--- config.mk ---
export PLATFORM = sky130hd
export DESIGN_NAME = led_pattern_sequencer_core_flat
export DESIGN_NICKNAME = d
export VERILOG_FILES = /design/src/sv/lps_pkg.sv /design/src/sv/lps_in_if.sv /design/src/sv/lps_out_if.sv /design/src/sv/led_pattern_sequencer_core.sv /design/src/sv/lps_step.sv /design/src/flat_wrapper.sv
export SDC_FILE = /design/constraint.sdc
export NUM_CORES = 1
export LEC_CHECK = 0
export BUFFER_PORTS_ARGS = -buffer_cell sky130_fd_sc_hd__buf_2
export CORE_MARGIN = 2
export CORE_UTILIZATION = 61
export CTS_CLUSTER_DIAMETER = 100
export DETAILED_ROUTE_END_ITERATION = 16
export GPL_ROUTABILITY_DRIVEN = 0
export PLACE_DENSITY_LB_ADDON = 0.08
export SLEW_MARGIN = 10
export SYNTH_ARGS = -nofsm -noshare
export SYNTH_HDL_FRONTEND = slang
export SYNTH_SLANG_ARGS = --single-unit
--- constraint.sdc ---
create_clock -name i_clk -period 5.6 [get_ports i_clk]
set_clock_uncertainty 0.15 [all_clocks]
set_input_delay 0.84 -clock i_clk [delete_from_list [all_inputs] [get_ports i_clk]]
set_output_delay 0.84 -clock i_clk [all_outputs]
set_load 0.05 [all_outputs]
--- src/sv/lps_pkg.sv ---
// lps_pkg: shared types and constants for the led pattern sequencer
// used by lps_step and led_pattern_sequencer_core, no dependencies
`default_nettype none

package lps_pkg;

    // pattern codes, shared by selected mode and running pattern
    localparam logic [1:0] PAT_IDLE  = 2'd0;
    localparam logic [1:0] PAT_CHASE = 2'd1;
    localparam logic [1:0] PAT_FILL  = 2'd2;
    localparam logic [1:0] PAT_BLINK = 2'd3;

    // configuration register indexes
    localparam logic [1:0] CFG_CHASE_DWELL   = 2'd0;
    localparam logic [1:0] CFG_BLINK_DWELL   = 2'd1;
    localparam logic [1:0] CFG_BURST_REPEATS = 2'd2;
    localparam logic [1:0] CFG_BLINK_CYCLES  = 2'd3;

    // register reset values
    localparam logic [15:0] CHASE_DWELL_RST   = 16'd200;
    localparam logic [15:0] BLINK_DWELL_RST   = 16'd500;
    localparam logic [3:0]  BURST_REPEATS_RST = 4'd4;
    localparam logic [7:0]  BLINK_CYCLES_RST  = 8'd8;

    // steps per pattern repeat
    localparam logic [4:0] CHASE_STEPS = 5'd15;
    localparam logic [4:0] FILL_STEPS  = 5'd8;
    localparam logic [4:0] BLINK_STEPS = 5'd2;

    // fill pattern: centre outward, then outside inward
    localparam logic [7:0] FILL_MASKS [8] = '{
        8'h18, 8'h3C, 8'h7E, 8'hFF, 8'h7E, 8'h3C, 8'h18, 8'h00
    };

    typedef struct packed {
        logic [15:0] chase_dwell;
        logic [15:0] blink_dwell;
        logic [3:0]  burst_repeats;
        logic [7:0]  blink_cycles;
    } t_cfg;

    typedef struct packed {
        logic [1:0]  mode_select;
        logic [1:0]  active_pattern;
        logic [3:0]  phase;
        logic [7:0]  repeat_count;
        logic [15:0] dwell_count;
    } t_state;

    typedef struct packed {
        logic [7:0] leds;
        logic [1:0] selected_mode;
        logic [1:0] running_pattern;
        logic       burst_done;
    } t_result;

endpackage

`default_nettype wire

--- src/sv/lps_in_if.sv ---
// lps_in_if: input channel carrying tick and press events
// valid/ready handshake, no dependencies
`default_nettype none

interface lps_in_if;
    logic valid;
    logic ready;
    logic tick;
    logic press;

    modport source (output valid, output tick, output press, input ready);
    modport sink   (input valid, input tick, input press, output ready);
endinterface

`default_nettype wire

--- src/sv/lps_out_if.sv ---
// lps_out_if: result channel carrying led drive and status
// valid/ready handshake, no dependencies
`default_nettype none

interface lps_out_if;
    logic       valid;
    logic       ready;
    logic [7:0] leds;
    logic [1:0] selected_mode;
    logic [1:0] running_pattern;
    logic       burst_done;

    modport source (output valid, output leds, output selected_mode,
                    output running_pattern, output burst_done, input ready);
    modport sink   (input valid, input leds, input selected_mode,
                    input running_pattern, input burst_done, output ready);
endinterface

`default_nettype wire

--- src/sv/led_pattern_sequencer_core.sv ---
// Eight-LED pattern sequencer. Every input transfer (a tick, a press, or both)
// yields exactly one result transfer carrying the led drive, the selected mode,
// the running pattern and a burst-done flag. The block takes one transfer per
// clock cycle unless the result channel stalls: all work for a transfer is done
// in a single pass of logic from the state registers into a result register,
// so a result appears in the cycle after its input transfer. That single result
// register sets the throughput: a new input is taken whenever the register is
// empty or its result is being taken in the same cycle. Configuration writes
// are registered and are meant to be issued while no results are pending.
// depends on lps_pkg, lps_in_if, lps_out_if and lps_step
`default_nettype none

module led_pattern_sequencer_core (
    input  wire logic        i_clk,
    input  wire logic        i_rst_n,
    lps_in_if.sink           i_in,
    lps_out_if.source        o_out,
    input  wire logic        i_cfg_we,
    input  wire logic [1:0]  i_cfg_index,
    input  wire logic [15:0] i_cfg_data
);

    lps_pkg::t_cfg    r_cfg;
    lps_pkg::t_state  r_state;
    lps_pkg::t_state  n_state;
    lps_pkg::t_result r_result;
    lps_pkg::t_result n_result;
    logic             r_out_valid;
    logic             in_xfer;

    // input is taken when the result register frees up
    assign i_in.ready = !r_out_valid || o_out.ready;
    assign in_xfer    = i_in.valid && i_in.ready;

    lps_step u_step (
        .i_state  (r_state),
        .i_cfg    (r_cfg),
        .i_tick   (i_in.tick),
        .i_press  (i_in.press),
        .o_state  (n_state),
        .o_result (n_result)
    );

    // configuration registers
    always_ff @(posedge i_clk) begin
        if (!i_rst_n) begin
            r_cfg.chase_dwell   <= lps_pkg::CHASE_DWELL_RST;
            r_cfg.blink_dwell   <= lps_pkg::BLINK_DWELL_RST;
            r_cfg.burst_repeats <= lps_pkg::BURST_REPEATS_RST;
            r_cfg.blink_cycles  <= lps_pkg::BLINK_CYCLES_RST;
        end else if (i_cfg_we) begin
            case (i_cfg_index)
                lps_pkg::CFG_CHASE_DWELL:   r_cfg.chase_dwell   <= i_cfg_data;
                lps_pkg::CFG_BLINK_DWELL:   r_cfg.blink_dwell   <= i_cfg_data;
                lps_pkg::CFG_BURST_REPEATS: r_cfg.burst_repeats <= i_cfg_data[3:0];
                lps_pkg::CFG_BLINK_CYCLES:  r_cfg.blink_cycles  <= i_cfg_data[7:0];
                default: ;
            endcase
        end
    end

    // sequencer state and result valid
    always_ff @(posedge i_clk) begin
        if (!i_rst_n) begin
            r_state     <= '0;
            r_out_valid <= 1'b0;
        end else begin
            if (in_xfer) begin
                r_state <= n_state;
            end
            if (in_xfer) begin
                r_out_valid <= 1'b1;
            end else if (o_out.ready) begin
                r_out_valid <= 1'b0;
            end
        end
    end

    // result payload
    always_ff @(posedge i_clk) begin
        if (in_xfer) begin
            r_result <= n_result;
        end
    end

    assign o_out.valid           = r_out_valid;
    assign o_out.leds            = r_result.leds;
    assign o_out.selected_mode   = r_result.selected_mode;
    assign o_out.running_pattern = r_result.running_pattern;
    assign o_out.burst_done      = r_result.burst_done;

endmodule

`default_nettype wire

--- src/sv/lps_step.sv ---
// lps_step: next-state and led mask logic for one transfer
// depends on lps_pkg types and constants
`default_nettype none

module lps_step (
    input  var lps_pkg::t_state  i_state,
    input  var lps_pkg::t_cfg    i_cfg,
    input  wire logic            i_tick,
    input  wire logic            i_press,
    output var lps_pkg::t_state  o_state,
    output var lps_pkg::t_result o_result
);

    always_comb begin
        lps_pkg::t_state n_st;
        logic [15:0] dwell_lim;
        logic [7:0]  rep_lim;
        logic [4:0]  steps;
        logic [15:0] dwell_inc;
        logic [4:0]  phase_inc;
        logic [7:0]  rep_inc;
        logic        done;
        logic [2:0]  chase_led;
        logic [7:0]  mask;

        n_st = i_state;
        done = 1'b0;

        // a press advances the selected mode first
        if (i_press) begin
            n_st.mode_select = i_state.mode_select + 2'd1;
        end

        // limits of the running pattern, zero acts as one
        if (i_state.active_pattern == lps_pkg::PAT_BLINK) begin
            dwell_lim = (i_cfg.blink_dwell == 16'd0) ? 16'd1 : i_cfg.blink_dwell;
            rep_lim   = (i_cfg.blink_cycles == 8'd0) ? 8'd1 : i_cfg.blink_cycles;
            steps     = lps_pkg::BLINK_STEPS;
        end else begin
            dwell_lim = (i_cfg.chase_dwell == 16'd0) ? 16'd1 : i_cfg.chase_dwell;
            rep_lim   = (i_cfg.burst_repeats == 4'd0) ? 8'd1
                                                      : {4'd0, i_cfg.burst_repeats};
            steps     = (i_state.active_pattern == lps_pkg::PAT_CHASE)
                        ? lps_pkg::CHASE_STEPS : lps_pkg::FILL_STEPS;
        end

        dwell_inc = i_state.dwell_count + 16'd1;
        phase_inc = {1'b0, i_state.phase} + 5'd1;
        rep_inc   = i_state.repeat_count + 8'd1;

        // tick advances dwell, then step, then repeat
        if (i_tick && i_state.active_pattern != lps_pkg::PAT_IDLE) begin
            if (dwell_inc != 16'd0 && dwell_inc < dwell_lim) begin
                n_st.dwell_count = dwell_inc;
            end else begin
                n_st.dwell_count = 16'd0;
                if (phase_inc < steps) begin
                    n_st.phase = phase_inc[3:0];
                end else begin
                    n_st.phase = 4'd0;
                    if (rep_inc != 8'd0 && rep_inc < rep_lim) begin
                        n_st.repeat_count = rep_inc;
                    end else begin
                        n_st.repeat_count   = 8'd0;
                        n_st.active_pattern = lps_pkg::PAT_IDLE;
                        done                = 1'b1;
                    end
                end
            end
        end

        // idle picks up the selected mode at once
        if (n_st.active_pattern == lps_pkg::PAT_IDLE &&
            n_st.mode_select != lps_pkg::PAT_IDLE) begin
            n_st.active_pattern = n_st.mode_select;
            n_st.phase          = 4'd0;
            n_st.repeat_count   = 8'd0;
            n_st.dwell_count    = 16'd0;
        end

        // ping-pong led position: up 0..7, back down 6..0
        if (n_st.phase < 4'd8) begin
            chase_led = n_st.phase[2:0];
        end else if (n_st.phase <= 4'd14) begin
            chase_led = 3'(4'd14 - n_st.phase);
        end else begin
            chase_led = 3'd0;
        end

        // led mask of the pattern now shown
        case (n_st.active_pattern)
            lps_pkg::PAT_CHASE: mask = 8'd1 << chase_led;
            lps_pkg::PAT_FILL:  mask = lps_pkg::FILL_MASKS[n_st.phase[2:0]];
            lps_pkg::PAT_BLINK: mask = (n_st.phase == 4'd0) ? 8'hFF : 8'h00;
            default:            mask = 8'h00;
        endcase

        o_state                  = n_st;
        o_result.leds            = mask;
        o_result.selected_mode   = n_st.mode_select;
        o_result.running_pattern = n_st.active_pattern;
        o_result.burst_done      = done;
    end

endmodule

`default_nettype wire

--- src/flat_wrapper.sv ---
// flat-port wrapper written by rule: the top's interface ports become plain ports
module led_pattern_sequencer_core_flat 
  (i_clk, i_rst_n, i_cfg_we, i_cfg_index, i_cfg_data, i_in_valid, i_in_tick, i_in_press, i_in_ready, o_out_valid, o_out_leds, o_out_selected_mode, o_out_running_pattern, o_out_burst_done, o_out_ready);
  lps_in_if i_in_i ();
  lps_out_if o_out_i ();
  input  wire logic i_clk;
  input  wire logic i_rst_n;
  input  wire logic i_cfg_we;
  input  wire logic [1:0] i_cfg_index;
  input  wire logic [15:0] i_cfg_data;
  input wire logic [$bits(i_in_i.valid)-1:0] i_in_valid;
  input wire logic [$bits(i_in_i.tick)-1:0] i_in_tick;
  input wire logic [$bits(i_in_i.press)-1:0] i_in_press;
  output wire logic [$bits(i_in_i.ready)-1:0] i_in_ready;
  output wire logic [$bits(o_out_i.valid)-1:0] o_out_valid;
  output wire logic [$bits(o_out_i.leds)-1:0] o_out_leds;
  output wire logic [$bits(o_out_i.selected_mode)-1:0] o_out_selected_mode;
  output wire logic [$bits(o_out_i.running_pattern)-1:0] o_out_running_pattern;
  output wire logic [$bits(o_out_i.burst_done)-1:0] o_out_burst_done;
  input wire logic [$bits(o_out_i.ready)-1:0] o_out_ready;
  assign i_in_i.valid = i_in_valid;
  assign i_in_i.tick = i_in_tick;
  assign i_in_i.press = i_in_press;
  assign i_in_ready = i_in_i.ready;
  assign o_out_valid = o_out_i.valid;
  assign o_out_leds = o_out_i.leds;
  assign o_out_selected_mode = o_out_i.selected_mode;
  assign o_out_running_pattern = o_out_i.running_pattern;
  assign o_out_burst_done = o_out_i.burst_done;
  assign o_out_i.ready = o_out_ready;
  led_pattern_sequencer_core u_core (.i_clk(i_clk), .i_rst_n(i_rst_n), .i_in(i_in_i), .o_out(o_out_i), .i_cfg_we(i_cfg_we), .i_cfg_index(i_cfg_index), .i_cfg_data(i_cfg_data));
endmodule
# After elaboration in Yosys (flattened, before gate mapping)
# Memories as Yosys holds them, arrays and structs flattened.
# Cells that the tools add are included.
# W data, S select, Z words.
# totals
reg_bits	90
out_inout_bits	15
romBits	64
elab_cells	93
mem_count	1
inputBits	25
# memory_table
name	words	word_bits	read_ports	rd_clocked_by_memory_dff	wr	line_no	text
(name not given)	8	8	1	0	0	lps_step.sv:93	lps_pkg::PAT_FILL: mask = lps_pkg::FILL_MASKS[n_st.phase[2:0]];
# classes
muxes	27
add_sub_neg	5
reduce_logical	27
n_eq_ne	10
shifts	1
bitwise_logic	2
n_lt_le_gt_ge	6
# ops
operator	count
$mux W16	4
$mux W30	2
$mux W8	7
$logic_not A16 Y1	2
$pmux W8 S3	1
$add A16 B1 Y16 const B	1
$lt A16 B16 Y1	1
$reduce_bool A16 Y1	1
$mux W14	1
$mux W4	3
$eq A2 B2 Y1 const B	5
$reduce_and A2 Y1	5
$mux W3	3
$add A8 B1 Y8 const B	1
$logic_not A4 Y1	2
$logic_not A8 Y1	1
$lt A8 B8 Y1	1
$reduce_bool A2 Y1	4
$reduce_bool A8 Y1	1
$shl A1 B3 Y8 const A	1
$eq A2 B1 Y1 const B	3
$mux W2	3
$add A4 B1 Y5 const B	1
$logic_and A1 B1 Y1	5
15 further kinds	19

# Logic depth before layout (Yosys ltp)
# Gate-level depths: netlist of the first run.
# logic_depth
depth_word	17
mapped_depth	22
mapped_depth_nobuf	19

# By module
# A second synthesis of the first run with hierarchy kept.
# hier_totals
cells_unflattened	724
area_unflattened_um2	6008.3
# by_module_without_submodules
mod	seq_area_each_um2	instances	area_per_inst_um2	cells_each
led_pattern_sequencer_core	1931.9	1	3239.4	323
lps_step	0.0	1	2768.9	401

# Worst setup path after synthesis of the first run
# OpenSTA, ideal clock, no wires.
# synth_timing
path_kind	register to register
start	register u_core.r_state[28] in the netlist's numbering
end	register u_core.r_result, in the netlist u_core.o_out.leds[4] (data pin)
stages_incl_launch_ff	21
period_less_slack_ps	5188
t_required_ps	5285
path_buffers	3
setup_time_ps	165
slack_ps	412
arrival_ps	4873
path_cell_list	dfxtp_1 > nand2_1 > clkbuf_1 > inv_2 > buf_1 > mux2i_1 > ha_1 > a21o_1 > a221o_1 > a211oi_1 > a221oi_1 > a31oi_1 > buf_4 > nor3b_1 > a31oi_1 > inv_1 > ha_1 > ha_1 > mux2_4 > or4_4 > o31ai_2
# synth_lines
element	line_no	text
from (decl)	led_pattern_sequencer_core.sv:24	lps_pkg::t_state r_state;
from (signal assigned)	led_pattern_sequencer_core.sv:69	r_state <= n_state;
to (signal assigned)	led_pattern_sequencer_core.sv:82	r_result <= n_result;
to (decl)	led_pattern_sequencer_core.sv:26	lps_pkg::t_result r_result;

==> summary.md, run 1 <==
| Metric | Value |
|---|---|
| Drt drc | 0 |
| GRT Total Usage | 26.2% |
| Final Max Tran Viols | 0 |
| CORE AREA | 8720 um2 |
| Vias per cell | 6.01 |
| Area of the die | 9750 um2 |
| Maxcap violations | 0 |
| Compound-cell area share of the yosys netlist | 17.3% |
| Most frequent cell after synthesis | nand2_1 |
| Largest net degree at the start of global routing | 67 |
| RSZ-0062 raised after global routing | no |
| CTS root buf | clkbuf_8 |
| Rows | 34 |
| Place WS | 0.252 ns |
| R2R setup slack | 0.40 ns |
| Die width | 98.7 um |
| Synth Warn # | 0 |
| Synthesized instance count | 680 |
| HP Class | flop to flop |
| Final non-filler cell total | 812 |
| Initial DRC count | 185 |
| Num CTS Buffers | 9 |
| Syn Nets | 739 |
| Slack of the critical path | 0.400 ns |
| Global-route wire length before repair | 21100 um |
| Largest family of logic cells by synthesized area | simple AND/OR/NAND/NOR gates |
| Yosys reg bits | 90 |
| Clock Latency Late Sink | 0.37 ns |
| Post-synth top cells | nand2_1 (129), dfxtp_1 (77), a21oi_1 (66) |
| Placed cells | 796 |
| Clk sinks | 90 |
| Die height | 98.7 um |
| Unique masters post-synth | 71 |
| Status | complete, no violations |
| Synth top area cells | dfxtp_1 (28%), nand2_1 (8.8%), ha_1 (7.8%), edfxtp_1 (7.1%), a21oi_1 (6.0%) |
| WP data required | 5.66 ns |
| Clock Path Buffers | 2 |
| Sequential element share of the synthesized area | 35.3% |
| Hold Buf Count CTS | 0 |
| Initial core utilization | 62.8% |
| Largest area contributor in the netlist | dfxtp_1 |
| Crit-path max FO | 12 |
| Port bufs | 39 |
| Post-synthesis xor/xnor area fraction | 4.96% |
| Slew HR | 25.5% |
| Final clock period utilization by the worst path | 92.9% |
| Cell Area, Synth | 5470 um2 |
| Adder-cell share of the synthesized area | 7.77% |
| Yosys top cell area share | 28.2% |
| Fin crit period | 5.20 ns |
| Avg Cell Area, Syn | 8.05 um2 |
| Detailed placement HPWL | 8960 um |
| EDFF count, synth | 13 |
| Upper clock frequency limit | 192 MHz |
| Wire per inst | 15.3 um |
| Antenna violations before repair | 0 |
| Critical path class | flop to flop |
| Detail Route Antenna Nets | 0 |
| Num ports | 40 |
| Pre-antenna DRT Iters | 4 |
| Via count | 4884 |
| Share of layout cells above drive strength 1 | 11.6% |
| GRT overflow | 0 |
| Lkg Pwr | 2.45 nW |
| CTS tree | yes |
| Final setup viols | 0 |
| Area growth syn-to-layout | 8.11% |
| Vias in the first global route | 4508 |
| CTS HTree Levels | 3 |
| Diode count | 0 |
| Final Hold Vio Count | 0 |
| Setup bufs post-CTS | 0 |
| Crit. End Element | flop |
| Clock slew at reported path FFs | 0.11 ns |
| Simple-gate area share of the yosys netlist | 25.6% |
| Mux contribution to synthesized area | 4.85% |
| Worst vdd ir | 0.160 mV |
| DRT Wirelength | 12400 um |
| Worst Tran Pin Value | 1.12 ns |
| Ys async rst share | 0% |
| Pwr/cell area | 235 nW/um2 |
| Setup_tns | 0 ns |
| Ys flop type | dfxtp_1 |
| Layout net count | 758 |
| Worst setup SP type | flop |
| Overall Power | 1.39 mW |
| Worst endpoint data arrival time | 5.26 ns |
==> placed cells by master (no fill, tap or decap), types with 4 or more instances in the layout <==
cell type,netlist,routed
inv_1,16,15
o21ai_1,4,4
buf_4,1,9
nand3_1,31,31
nand2_1,129,129
a21o_1,4,4
a211oi_1,11,11
ha_1,34,34
xnor2_1,19,19
and3_1,10,10
edfxtp_1,13,13
a21oi_1,66,66
dfxtp_1,77,76
xor2_1,12,12
and2_1,5,5
nor3_1,12,12
nor2_1,46,46
mux2i_1,25,25
nor3b_1,8,8
clkbuf_8,0,9
nand4_1,16,16
nor4_1,13,13
o21ai_0,17,17
buf_2,8,39
==> metrics by stage <==
stage	hold slack (ns)	util [%]	instance area, um2
after floorplan	0.287	-	5470
after detailed placement	0.297	65.5	5710
after CTS	0.310	67.8	5910
after global placement	0.293	65.5	5710
after global routing	0.351	67.9	5920
final	0.309	67.9	5920
==> where the power goes <==
group	leakage [nW]	switching, mW	internal, mW
combinational	1.59	0.159	0.0738
clock	0.101	0.258	0.197
sequential	0.756	0.0177	0.684
==> sequential cells by signal, indices dropped and copies added, names as in the netlist <==
| name | count |
|---|---|
| u_core.r_state | 32 |
| u_core.o_out.selected_mode | 2 |
| u_core.o_out.leds | 8 |
| u_core.r_cfg | 44 |
| u_core.o_out.running_pattern | 2 |
| u_core.o_out.burst_done | 1 |
| u_core.o_out.valid | 1 |
==> area by class of cell <==
type,instances,area [um2]
Multi-Input combinational cell,532,3320
Clock buffer,10,149
Clock inverter,6,53.8
Timing Repair Buffer,48,263
Fill cell,760,2800
Tap cell,108,135
Inverter,18,67.6
Sequential cell,90,1930
==> timing repair <==
item	CTS	global route
endpoints found under the hold margin	0	0
setup endpoints to repair	0	4
gates resized for setup	0	2
==> worst max-delay path: stages (launching register included) <==
cell and delay (ns):
dfxtp_2 0.45, ha_1 0.20, and4_1 0.30, and3_1 0.33, nand2_1 0.11, xnor2_1 0.15
ha_1 0.23, nor3_1 0.27, a22oi_1 0.14, a211oi_1 0.31, a221oi_1 0.15, a31oi_2 0.27
buf_4 0.22, nor2_1 0.07, a21oi_1 0.16, inv_1 0.08, ha_1 0.20, ha_1 0.28
mux2_4 0.28, or4_4 0.51, o31ai_2 0.20
==> metal layers <==
metal  global-route usage [%]  vias up  routed length, um
met5                        0        -                  0
li1                         -     2470                  -
met3                     4.47       15                561
met2                     41.1      135               5810
met1                     37.3     2264               5920
met4                     7.69        0                149
==> final timing paths <==
| path | from | to | cells past startpoint |
|---|---|---|---|
| max | u_core.r_state[1] | u_core.o_out.leds[4] | 20 |
| min | u_core.r_cfg[0] | u_core.r_cfg[0] | 2 |
| max reg2reg | u_core.r_state[1] | u_core.o_out.leds[4] | 20 |
| min reg2reg | u_core.r_cfg[0] | u_core.r_cfg[0] | 2 |
==> cells by family after synthesis <==
group                      Yosys count
and+or+nand+nor                    293
AOI/OAI and AO/OA                  148
DFF                                 90
xor gates and xnor gates            31
muxes                               26
buffers and inverters               58
adders and majority gates           34
Note: power is estimated with default switching activity, not from simulation.
==> run 2: changes to the inputs <==
- CORE_UTILIZATION: 61 -> 45
==> run 2 against run 1 <==
Compared with the run above:
- final cell count rose by 4.7%
- largest cell class unchanged
- count of clock-buffer cells in the layout rose by 1
- setup slack got worse by 0.087 ns
- sequential power barely moved
- maximum frequency fell by 1.6%
- critical path type unchanged
==> summary.md, run 2 (synthesized netlist as in run 1, its figures left out) <==
| Metric | Value |
|---|---|
| Antenna violations before repair | 0 (unchanged) |
| CTS root buf | clkbuf_16 (was clkbuf_8) |
| Share of layout cells above drive strength 1 | 12.1% (was 11.6%) |
| GRT overflow | 0 (unchanged) |
| CORE AREA | 12000 um2 (was 8720 um2) |
| Detail Route Antenna Nets | 0 (unchanged) |
| Crit-path max FO | 12 (unchanged) |
| Area growth syn-to-layout | 12.0% (was 8.11%) |
| Final Hold Vio Count | 0 (unchanged) |
| Pwr/cell area | 274 nW/um2 (was 235 nW/um2) |
| Maxcap violations | 0 (unchanged) |
| Global-route wire length before repair | 23000 um (was 21100 um) |
| Pre-antenna DRT Iters | 5 (was 4) |
| Crit. End Element | flop (unchanged) |
| Num CTS Buffers | 9 (unchanged) |
| Multi-input logic area | 3320 um2 (about the same) |
| Overall Power | 1.68 mW (was 1.39 mW) |
| Initial DRC count | 242 (was 185) |
| Worst vdd ir | 0.138 mV (was 0.160 mV) |
| Commonest non-fill, non-tap cells in the layout | nand2_1 (129), dfxtp_1 (74), a21oi_1 (66) (was nand2_1 (129), dfxtp_1 (76), a21oi_1 (66)) |
| WP data required | 5.63 ns (was 5.66 ns) |
| RSZ-0062 raised after global routing | no (unchanged) |
| Critical path class | flop to flop (unchanged) |
| Clock slew at reported path FFs | 0.07 ns (was 0.11 ns) |
| Upper clock frequency limit | 189 MHz (was 192 MHz) |
| Worst setup SP type | flop (unchanged) |
| DRT Wirelength | 13300 um (was 12400 um) |
| Largest net degree at the start of global routing | 67 (unchanged) |
| Lkg Pwr | 2.51 nW (was 2.45 nW) |
| Final clock period utilization by the worst path | 94.4% (was 92.9%) |
| Leading cell type in the layout, fill and taps excluded | nand2_1 (unchanged) |
| Reg area | 1940 um2 (was 1930 um2) |
| Slew HR | 22.8% (was 25.5%) |
| Fillers | 1167 (was 760) |
| HP Class | flop to flop (unchanged) |
| Worst Tran Pin Value | 1.16 ns (was 1.12 ns) |
| Worst endpoint data arrival time | 5.32 ns (was 5.26 ns) |
| Num ports | 40 (unchanged) |
| Vias in the first global route | 4641 (was 4508) |
| Die height | 114 um (was 98.7 um) |
| Final Max Tran Viols | 0 (unchanged) |
| Detailed placement HPWL | 9580 um (was 8960 um) |
| Drt drc | 0 (unchanged) |
| Final setup viols | 0 (unchanged) |
| Die width | 114 um (was 98.7 um) |
| Port bufs | 39 (unchanged) |
| Most flop-heavy register | u_core.r_cfg (unchanged) |
| Clk sinks | 90 (unchanged) |
| Vias per cell | 5.70 (was 6.01) |
| CTS tree | yes (unchanged) |
| Rows | 40 (was 34) |
| Diode count | 0 (unchanged) |
| Wire per inst | 15.6 um (was 15.3 um) |
| Fin crit period | 5.29 ns (was 5.20 ns) |
| Area of the die | 13100 um2 (was 9750 um2) |
| CTS HTree Levels | 3 (unchanged) |
| Initial core utilization | 45.8% (was 62.8%) |
| GRT Total Usage | 21.8% (was 26.2%) |
| Worst Hold Margin | 0.310 ns (was 0.309 ns) |
| Setup_tns | 0 ns (unchanged) |
| Status | complete, no violations (unchanged) |
| Clock Latency Late Sink | 0.35 ns (was 0.37 ns) |
| Clock Path Buffers | 2 (unchanged) |
| Number of flip-flops in the largest register | 44 (unchanged) |
| Layout net count | 757 (was 758) |
| Via count | 4842 (was 4884) |
-- run 2: per-layer routing --
metal	vias to the layer above	part of all wire, %	GRT usage, %
met1	2249	50	31.3
li1	2468	-	-
met2	112	44	33.3
met3	13	4.2	3.49
met4	0	1.4	7.80
met5	-	0	0
-- run 2: area by class of cell --
class                   count  share of cell area, %
multi-input cells         532                   54.1
flip-flops and latches     90                   31.6
clock buffers              11                   4.31
repair buffers             47                   4.16
well taps                 147                   3.00
clock inverters             5                   1.74
inverters                  18                   1.10
-- run 2: power breakdown --
| part | switching (mW) | internal (mW) |
|---|---|---|
| clock network | 0.269 | 0.477 |
| logic | 0.160 | 0.0737 |
| registers | 0.0175 | 0.685 |
| total | 0.446 | 1.24 |
-- run 2: critical path, cell delays in order (launching register included) --
cell and delay, ns:
dfxtp_2 0.43, ha_2 0.28, and4_2 0.32, and3_2 0.27, nand2_1 0.08, xnor2_1 0.15, ha_1 0.22, nor3_1 0.30
a22oi_1 0.15, a211oi_1 0.35, a221oi_1 0.13, a31oi_1 0.22, buf_4 0.22, nor3b_1 0.08, a31oi_1 0.20, inv_1 0.12
ha_1 0.22, ha_1 0.26, mux2_4 0.27, or4_4 0.51, o31ai_2 0.18
-- run 2: worst paths after layout --
kind                     startpoint                    to  slack [ns]  depth (start not counted)
setup / recovery  u_core.r_state[1]  u_core.o_out.leds[4]        0.31                         20
hold / removal      u_core.r_cfg[0]       u_core.r_cfg[0]        0.31                          2
setup reg to reg  u_core.r_state[1]  u_core.o_out.leds[4]        0.31                         20
hold reg to reg     u_core.r_cfg[0]       u_core.r_cfg[0]        0.31                          2
-- run 2: through the flow --
stage | std cells | setup WS, ns | instance area (um2) | util [%]
floorplan | 680 | 0.412 | 5470 | -
global placement | 834 | 0.329 | 5750 | 48.1
detailed placement | 834 | 0.114 | 5750 | 48.1
CTS | 850 | 0.0745 | 6120 | 51.2
global route | 850 | 0.0209 | 6130 | 51.2
finish | 850 | 0.313 | 6130 | 51.2
-- run 2: timing repair --
item / in CTS / in global routing
endpoints found under the hold margin: 0 / 0
buffers inserted: 0 / 0
hold buffers: 0 / 0
endpoints found under the setup margin: 0 / 8
gates resized for setup: 0 / 6
==> run 3: changes to the inputs <==
- SYNTH_HIERARCHICAL: not set -> 1
- clock period: 5.6 -> 4.64 ns (I/O delays scaled with it)
==> run 3 against run 2 <==
Compared with the run above:
- register-to-register slack lost 0.16 ns
- synthesized cell count grew 6.5%
- global-route usage grew 0.23 points
- via count grew 12%
- flip-flop and latch count is the same
- largest power group is now registers
- utilization grew 2.1 points
- final cell count grew 12%
- hold slack gained 0.019 ns
- sequential share of layout area shrank 3.8 points
- wire length grew 16%
==> summary.md, run 3 <==
| Metric | Value |
|---|---|
| EDFF count, synth | 13 (unchanged) |
| Detailed placement HPWL | 10900 um (was 9580 um) |
| Worst endpoint data arrival time | 4.44 ns (was 5.32 ns) |
| Most flop-heavy register | u_core/r_cfg (was u_core.r_cfg) |
| Vias in the first global route | 5163 (was 4641) |
| Fillers | 1267 (was 1167) |
| Drt drc | 0 (unchanged) |
| DRT Wirelength | 15400 um (was 13300 um) |
| Worst Tran Pin Value | 1.18 ns (was 1.16 ns) |
| Die width | 120 um (was 114 um) |
| Final clock period utilization by the worst path | 96.7% (was 94.4%) |
| Fin crit period | 4.49 ns (was 5.29 ns) |
| Final non-filler cell total | 955 (was 850) |
| Crit-path max cell delay | 0.42 ns (was 0.51 ns) |
| Global-route wire length before repair | 25600 um (was 23000 um) |
| HP Class | flop to flop (unchanged) |
| Clock Latency Late Sink | 0.35 ns (about the same) |
| Synthesized instance count | 724 (was 680) |
| Worst setup SP type | flop (unchanged) |
| Vias per cell | 5.65 (was 5.70) |
| Lkg Pwr | 3.04 nW (was 2.51 nW) |
| CTS root buf | clkbuf_16 (unchanged) |
| Largest area contributor in the netlist | dfxtp_1 (unchanged) |
| Placed cells | 932 (was 834) |
| Upper clock frequency limit | 223 MHz (was 189 MHz) |
| Final core occ | 53.3% (was 51.2%) |
| Cell Area, Synth | 6010 um2 (was 5470 um2) |
| Sequential element share of the synthesized area | 32.2% (was 35.3%) |
| GRT overflow | 0 (unchanged) |
| CTS tree | yes (unchanged) |
| Number of flip-flops in the largest register | 44 (unchanged) |
| Commonest non-fill, non-tap cells in the layout | nand2_1 (127), dfxtp_1 (67), mux2i_1 (63) (was nand2_1 (129), dfxtp_1 (74), a21oi_1 (66)) |
| Die height | 120 um (was 114 um) |
| Yosys reg bits | 90 (unchanged) |
| Most frequent cell after synthesis | nand2_1 (unchanged) |
| Leading cell type in the layout, fill and taps excluded | nand2_1 (unchanged) |
| Maxcap violations | 0 (unchanged) |
| Area of the die | 14300 um2 (was 13100 um2) |
| Overall Power | 1.88 mW (was 1.68 mW) |
| Ys flop type | dfxtp_1 (unchanged) |
| Setup_tns | 0 ns (unchanged) |
| Ys async rst share | 0% (unchanged) |
| Crit. End Element | flop (unchanged) |
| Largest net degree at the start of global routing | 126 (was 67) |
| Cells along the critical path | and3_1 > nand4_2 > nor3_2 > xor2_1 > ha_1 > or3_1 > a2111oi_4 > a32oi_2 > nand2b_4 > o21ai_4 > mux2_4 > inv_2 > ha_1 > ha_1 > o31a_1 > o21ba_2 > a311o_1 (was ha_2 > and4_2 > and3_2 > nand2_1 > xnor2_1 > ha_1 > nor3_1 > a22oi_1 > a211oi_1 > a221oi_1 > a31oi_1 > buf_4 > nor3b_1 > a31oi_1 > inv_1 > ha_1 > ha_1 > mux2_4 > or4_4 > o31ai_2) |
| Crit-path max FO | 8 (was 12) |
| Initial DRC count | 308 (was 242) |
| Share of layout cells above drive strength 1 | 19.9% (was 12.1%) |
| Clock slew at reported path FFs | 0.07 ns (about the same) |
| Post-synth top cells | nand2_1 (129), dfxtp_1 (77), mux2i_1 (63) (was nand2_1 (129), dfxtp_1 (77), a21oi_1 (66)) |
| Synth top area cells | dfxtp_1 (26%), mux2i_1 (10%), nand2_1 (8.1%), ha_1 (6.9%), edfxtp_1 (6.5%) (was dfxtp_1 (28%), nand2_1 (8.8%), ha_1 (7.8%), edfxtp_1 (7.1%), a21oi_1 (6.0%)) |
| Via count | 5400 (was 4842) |
| Yosys top cell area share | 25.7% (was 28.2%) |
| Pwr/cell area | 269 nW/um2 (was 274 nW/um2) |
| Final setup viols | 0 (unchanged) |
| Wire per inst | 16.2 um (was 15.6 um) |
| Hold Buf Count CTS | 0 (unchanged) |
| Final Hold Vio Count | 0 (unchanged) |
| Slew HR | 21.1% (was 22.8%) |
| CORE AREA | 13100 um2 (was 12000 um2) |
| Num CTS Buffers | 9 (unchanged) |
| Port bufs | 39 (unchanged) |
| Detail Route Antenna Nets | 0 (unchanged) |
| Syn Nets | 782 (was 739) |
| CTS HTree Levels | 3 (unchanged) |
| Clk sinks | 90 (unchanged) |
| WP data required | 4.59 ns (was 5.63 ns) |
| Num ports | 40 (unchanged) |
| Diode count | 0 (unchanged) |
| GRT Total Usage | 22.1% (was 21.8%) |
| Antenna violations before repair | 0 (unchanged) |
| Area growth syn-to-layout | 16.6% (was 12.0%) |
| Layout net count | 832 (was 757) |
| Status | complete, no violations (unchanged) |
| CP max stage cell | or3_1 (was or4_4) |
| Worst vdd ir | 0.233 mV (was 0.138 mV) |
| Critical path class | flop to flop (unchanged) |
| Pre-antenna DRT Iters | 5 (unchanged) |
| Place WS | 0.0345 ns (was 0.114 ns) |
| Initial core utilization | 45.7% (was 45.8%) |
| Clock Path Buffers | 2 (unchanged) |
| Unique masters post-synth | 79 (was 71) |
| Slack of the critical path | 0.151 ns (was 0.313 ns) |
| Rows | 42 (was 40) |
| Final Max Tran Viols | 0 (unchanged) |
| Synth Warn # | 6 (was 0) |
| Avg Cell Area, Syn | 8.30 um2 (was 8.05 um2) |
| Worst path most repeated cell | ha_1 (unchanged) |
[run 3: cell families after synthesis]
family | count (synthesis) | share of synthesized area, %
compound gates | 145 | 16.7
simple gates | 301 | 24.1
buf+inv | 66 | 5.73
xor+xnor | 25 | 3.64
mux | 64 | 10.7
flops | 90 | 32.2
fa+ha+maj | 33 | 6.87
[run 3: layout make-up]
class                   count  area, um2  share of cell area (%)
well taps                 176        220                    3.14
flip-flops and latches     90       1950                    27.8
clock buffers              11        264                    3.77
clock inverters             5       60.1                   0.857
inverters                  18       67.6                   0.965
repair buffers             87        573                    8.18
multi-input cells         568       3870                    55.3
[run 3: worst max-delay path, delay by kind of cell, from the launching register on]
family          cells  cell delay, ns
xor+xnor            1            0.12
simple gates        5            1.13
flops               1            0.39
fa+ha+maj           3            0.64
mux                 1            0.36
compound gates      6            1.37
buf+inv             1            0.07
[run 3: per-layer routing]
layer	GRT usage [%]	up-vias	share of wire, %
met3	3.28	17	4.4
met1	30.7	2506	48
met4	7.06	0	1.3
li1	-	2719	-
met2	35.4	158	46
met5	0	-	0
[run 3: path summary, 6_finish.rpt]
path | end | depth (start not counted) | start | slack, ns
setup / recovery | u_core/o_out.leds[4] | 17 | u_core/r_state[1] | 0.15
setup reg to reg | u_core/o_out.leds[4] | 17 | u_core/r_state[1] | 0.15
hold / removal | u_core/r_state[31] | 2 | u_core/r_state[31] | 0.33
hold reg to reg | u_core/r_state[31] | 2 | u_core/r_state[31] | 0.33
[run 3: report_power, final]
| group | switching (mW) | internal (mW) | leakage, nW |
|---|---|---|---|
| sequential | 0.0149 | 0.820 | 0.760 |
| combinational | 0.178 | 0.0787 | 2.12 |
| clock | 0.325 | 0.466 | 0.157 |
[run 3: through the flow]
stage / instance area, um2 / hold WS (ns)
finish: 7000 / 0.329
global placement: 6460 / 0.306
floorplan: 6010 / 0.281
detailed placement: 6460 / 0.319
CTS: 6790 / 0.332
global route: 7000 / 0.346
[run 3: what timing repair did]
item	CTS	global route
setup endpoints to repair	0	8
gates resized for setup	0	46
buffers inserted	0	7
